[src/rtl/fragment_packer_with_dedup_top_macros.svh]
// ----------------------------------------------------------------------------
// Fragment packer assertion macros
// Shared concurrent assertion forms, clocked on clk and disabled in reset.
// ----------------------------------------------------------------------------
`ifndef FRAGMENT_PACKER_WITH_DEDUP_TOP_MACROS_SVH
`define FRAGMENT_PACKER_WITH_DEDUP_TOP_MACROS_SVH

// Same-cycle implication.
`define FPD_ASSERT_IMP(label, ante, cons) \
    label: assert property (@(posedge clk) disable iff (!rst_n) (ante) |-> (cons)) \
        else $error("fragment packer check failed");

// Next-cycle implication.
`define FPD_ASSERT_NXT(label, ante, cons) \
    label: assert property (@(posedge clk) disable iff (!rst_n) (ante) |=> (cons)) \
        else $error("fragment packer check failed");

`endif

[src/rtl/fpd_ram.sv]
// ----------------------------------------------------------------------------
// Fragment packer generic RAM
// One write port, one read port with registered read data.
// ----------------------------------------------------------------------------
module fpd_ram #(
    parameter int WIDTH = 8,
    parameter int DEPTH = 16
) (
    input  logic                     clk,
    input  logic                     we,
    input  logic [$clog2(DEPTH)-1:0] waddr,
    input  logic [WIDTH-1:0]         wdata,
    input  logic                     re,
    input  logic [$clog2(DEPTH)-1:0] raddr,
    output logic [WIDTH-1:0]         rdata
);

    logic [WIDTH-1:0] mem [DEPTH];

    always_ff @(posedge clk)
    begin
        if (we)
        begin
            mem[waddr] <= wdata;
        end
        if (re)
        begin
            rdata <= mem[raddr];
        end
    end

endmodule

[config.mk]
export PLATFORM = sky130hd
export DESIGN_NAME = fpd_ram
export DESIGN_NICKNAME = d
export VERILOG_FILES = /design/src/rtl/fragment_packer_with_dedup_top_macros.svh /design/src/rtl/fpd_ram.sv
export SDC_FILE = /design/constraint.sdc
export NUM_CORES = 1
export LEC_CHECK = 0
export BUFFER_PORTS_ARGS = -buffer_cell sky130_fd_sc_hd__buf_2
export CAP_MARGIN = 20
export CORE_ASPECT_RATIO = 2
export CORE_MARGIN = 1
export CORE_UTILIZATION = 57
export CTS_BUF_LIST = sky130_fd_sc_hd__clkbuf_8
export CTS_CLUSTER_DIAMETER = 120
export CTS_CLUSTER_SIZE = 12
export DETAILED_ROUTE_END_ITERATION = 10
export PLACE_DENSITY_LB_ADDON = 0.3
export SLEW_MARGIN = 25
export SYNTH_ARGS = -nofsm -noshare
export SYNTH_HDL_FRONTEND = slang
export SYNTH_SLANG_ARGS = --single-unit
[constraint.sdc]
create_clock -name clk -period 1.5 [get_ports clk]
set_input_delay 0 -clock clk [delete_from_list [all_inputs] [get_ports clk]]
set_output_delay 0 -clock clk [all_outputs]
set_load 0.02 [all_outputs]
==> flow_metrics.py <==
metrics = {
    "critical_path": {
        "timing_worst_setup_path_type": "reg2reg",
        "start_kind": "flop",
        "launch_point_of_the_worst_reg_to_reg_path": "mem[1][5]",
        "reg2reg_depth": 3,
        "crit_fanout": 1,
        "critPathCaptureType": "flop",
        "critical_path.cell_chain": "mux4_1 > a22oi_2 > nand2_1",
        "critical_path.slowest_cell": "sky130_fd_sc_hd__mux4_1",
        "timing.critical_path.from": "mem[1][5]",
        "critPathMaxStageDelay_ns": 0.53,
        "critPathRequiredTime_ns": 1.67,
        "worstPathArrival_ns": 1.62,
    },
    "routing": {
        "top_layer_used": "met4",
        "dr_wl_met3_um": 362,
        "drt_met1_wl_um": 3303,
        "antenna_violation_net_count_after_detailed_routing": 0,
        "detailed_route_vias_per_instance": 6.007,
        "met2RoutedLength_um": 5492,
        "totalWireLength_um": 9329,
        "drt_first_iter_violations": 162,
        "drc": 0,
        "drt_pre_antenna_iters": 4,
        "num_vias": 2481,
        "post_drt_wl_per_cell_um": 22.59,
    },
    "clock_tree": {
        "clk_root_buffer_cell": "sky130_fd_sc_hd__clkbuf_8",
        "cts-buffers-inserted": 17,
        "h-tree-depth": 4,
        "clock_tree_from_tritoncts": "yes",
        "number_of_buffers_on_the_longest_clock_path": 2,
        "clk_latency_ns": 0.43,
        "clock-sinks": 136,
        "clkSlewWorstSetupHoldPaths_ns": 0.07,
    },
    "cells_and_area": {
        "stdcell_area_sq_um": 6108,
        "drive_gt1_share_pct": 32.48,
        "nFillCells": 571,
        "layout.cells.most_common_list": "sky130_fd_sc_hd__edfxtp_1 (136), sky130_fd_sc_hd__buf_2 (26), sky130_fd_sc_hd__buf_4 (24), sky130_fd_sc_hd__mux4_2 (18), sky130_fd_sc_hd__clkbuf_8 (17)",
        "area_growth_syn_to_layout_pct": 16.85,
        "final_net_count": 318,
        "final-instance-count-excl-fill": 413,
        "num_antenna_cells": 0,
        "mostFrequentLayoutCell": "sky130_fd_sc_hd__edfxtp_1",
    },
    "timing": {
        "rsz0062_at_grt": "false",
        "timing_worst_slew_pin_value_ns": 0.3944,
        "achievable_clock_frequency_mhz": 689.8,
        "timing.final.crit_share_pct": 96.65,
        "finalSetupViolations": 0,
        "worst_case_clock_skew_ns": 0.006060,
        "hold_viol_final": 0,
        "totalNegativeSetupSlack_ns": 0,
        "final_max_slew_viol_count": 0,
        "clock_period_minus_final_worst_setup_slack_ns": 1.450,
        "worst_slew_margin_rel_pct": 73.70,
    },
    "power": {
        "leakagePower_nw": 2.085,
        "finalPower_mw": 7.645,
        "power-per-cell-area_nw_per_um2": 1251,
        "power.ir.vdd_worst_uv": 734.6,
    },
    "global_route": {
        "antenna_violations_before_repair": 0,
        "gr-total-overflow": 0,
        "gr_util_all_layers_pct": 21.47,
        "grt_max_degree": 33,
        "grt_pass1_wl_um": 14310,
        "first_global_vias": 2641,
    },
    "synthesis": {
        "synthesis.area_sq_um": 5228,
        "postSynthRegisterBits": 136,
        "synth_nets": 248,
        "synth_area_per_cell_sq_um": 22.83,
        "synth_warnings": 0,
        "post_synth_inst_count": 229,
        "synth.lib_cells_used.distinct": 18,
        "yosysSeqAreaShare_pct": 78.12,
    },
    "placed_design": {
        "buffer_ports.inserted": 26,
        "placedCellCount": 373,
        "gpl.final_weighted_congestion": 0.7197,
        "dp.final_hpwl_um": 6443,
        "place_area_sq_um": 5619,
    },
    "die": {
        "floorplan.die.width_um": 69.72,
        "initial_core_util_pct": 58.40,
        "rows": 49,
        "fp.dieH_um": 137.4,
        "coreArea_sq_um": 8951,
        "io_pins": 27,
        "fp.dieArea_sq_um": 9581,
    },
    "hold_path": {
        "worst_hold_startpoint": "waddr[0]",
        "path_type_of_the_worst_min_delay_path": "in2reg",
        "hold_path_depth": 3,
    },
    "outcome": {
        "result_of_the_run": "complete, no violations",
    },
    "run": {
        "cap_viol_max_count": 0,
    },
}
kinds of logic after synthesis:
family	synth area share, %
flip-flops	78.12
AND/OR/NAND/NOR	3.136
multiplexers	14.79
AO/OA/AOI/OAI	2.298
buffers and inverters	1.651
worst max-delay path, delay by kind of cell, from the launching register on:
kind	cells	cell delay, ns
mux	1	0.53
flops	1	0.37
compound gates	1	0.20
simple gates	1	0.10
cells in the mapped netlist:
master / n / share of area (%)
sky130_fd_sc_hd__nand3b_1: 2 / 0.29
sky130_fd_sc_hd__nor2b_1: 1 / 0.12
sky130_fd_sc_hd__buf_6: 3 / 0.65
sky130_fd_sc_hd__nand3_1: 1 / 0.096
sky130_fd_sc_hd__clkdlybuf4s25_2: 3 / 0.57
sky130_fd_sc_hd__and2b_1: 1 / 0.14
sky130_fd_sc_hd__a22oi_1: 16 / 2.3
sky130_fd_sc_hd__mux4_2: 18 / 7.8
sky130_fd_sc_hd__nor3_1: 4 / 0.38
sky130_fd_sc_hd__nand2b_1: 2 / 0.24
sky130_fd_sc_hd__mux4_1: 14 / 7.0
sky130_fd_sc_hd__and2_1: 1 / 0.12
sky130_fd_sc_hd__buf_2: 3 / 0.29
sky130_fd_sc_hd__edfxtp_1: 136 / 78
sky130_fd_sc_hd__nor2_1: 13 / 0.93
sky130_fd_sc_hd__or3b_2: 1 / 0.17
sky130_fd_sc_hd__buf_4: 1 / 0.14
sky130_fd_sc_hd__nand2_1: 9 / 0.65
layout make-up:
| cell class | count | area [sq um] | area share [%] |
|---|---|---|---|
| clock buffer | 17 | 234.0 | 3.830 |
| timing repair buffer | 61 | 440.4 | 7.210 |
| tap | 102 | 127.6 | 2.089 |
| sequential | 136 | 4084 | 66.86 |
| multi-input combinational | 83 | 1062 | 17.39 |
| clock inverter | 14 | 160.2 | 2.622 |
state kept, by name, indices dropped and copies added, names as in the netlist:
name	count
mem	128
rdata	8
where the power goes:
group	leakage, nW	switching, mW	internal, mW	total [mW]
registers	1.24	0.0201	4.28	4.30
clock network	0.192	1.30	1.61	2.92
logic	0.656	0.237	0.193	0.430
total	2.08	1.56	6.08	7.64
metrics by stage:
stage               setup slack (ns)  utilization, %  hold WS, ns
floorplan                   0.007126               -      0.09887
global placement            -0.02309           62.78       0.3636
detailed placement          -0.05351           62.78       0.3658
CTS                         0.003712           68.19      0.09866
global route                0.008045           68.24       0.1219
finish                       0.05030           68.24       0.1283
routing by layer:
metal  vias up  track usage [%]
met5         -                0
li1       1120                -
met1      1272            22.63
met3        13            5.706
met2        76            39.27
met4         0            10.67
what timing repair did:
| item | in CTS | in global routing |
|---|---|---|
| resized for setup | 0 | 1 |
| hold buffers | 9 | 0 |
| setup buffers | 0 | 0 |
| hold endpoints to repair | 136 | 0 |
| endpoints found under the setup margin | 0 | 1 |
worst paths after layout:
path	end	slack, ns
max	rdata[5]	0.05
min	mem[4][4]	0.13
max reg2reg	rdata[5]	0.05
min reg2reg	rdata[3]	0.74
Note: power is estimated with default switching activity, not from simulation.
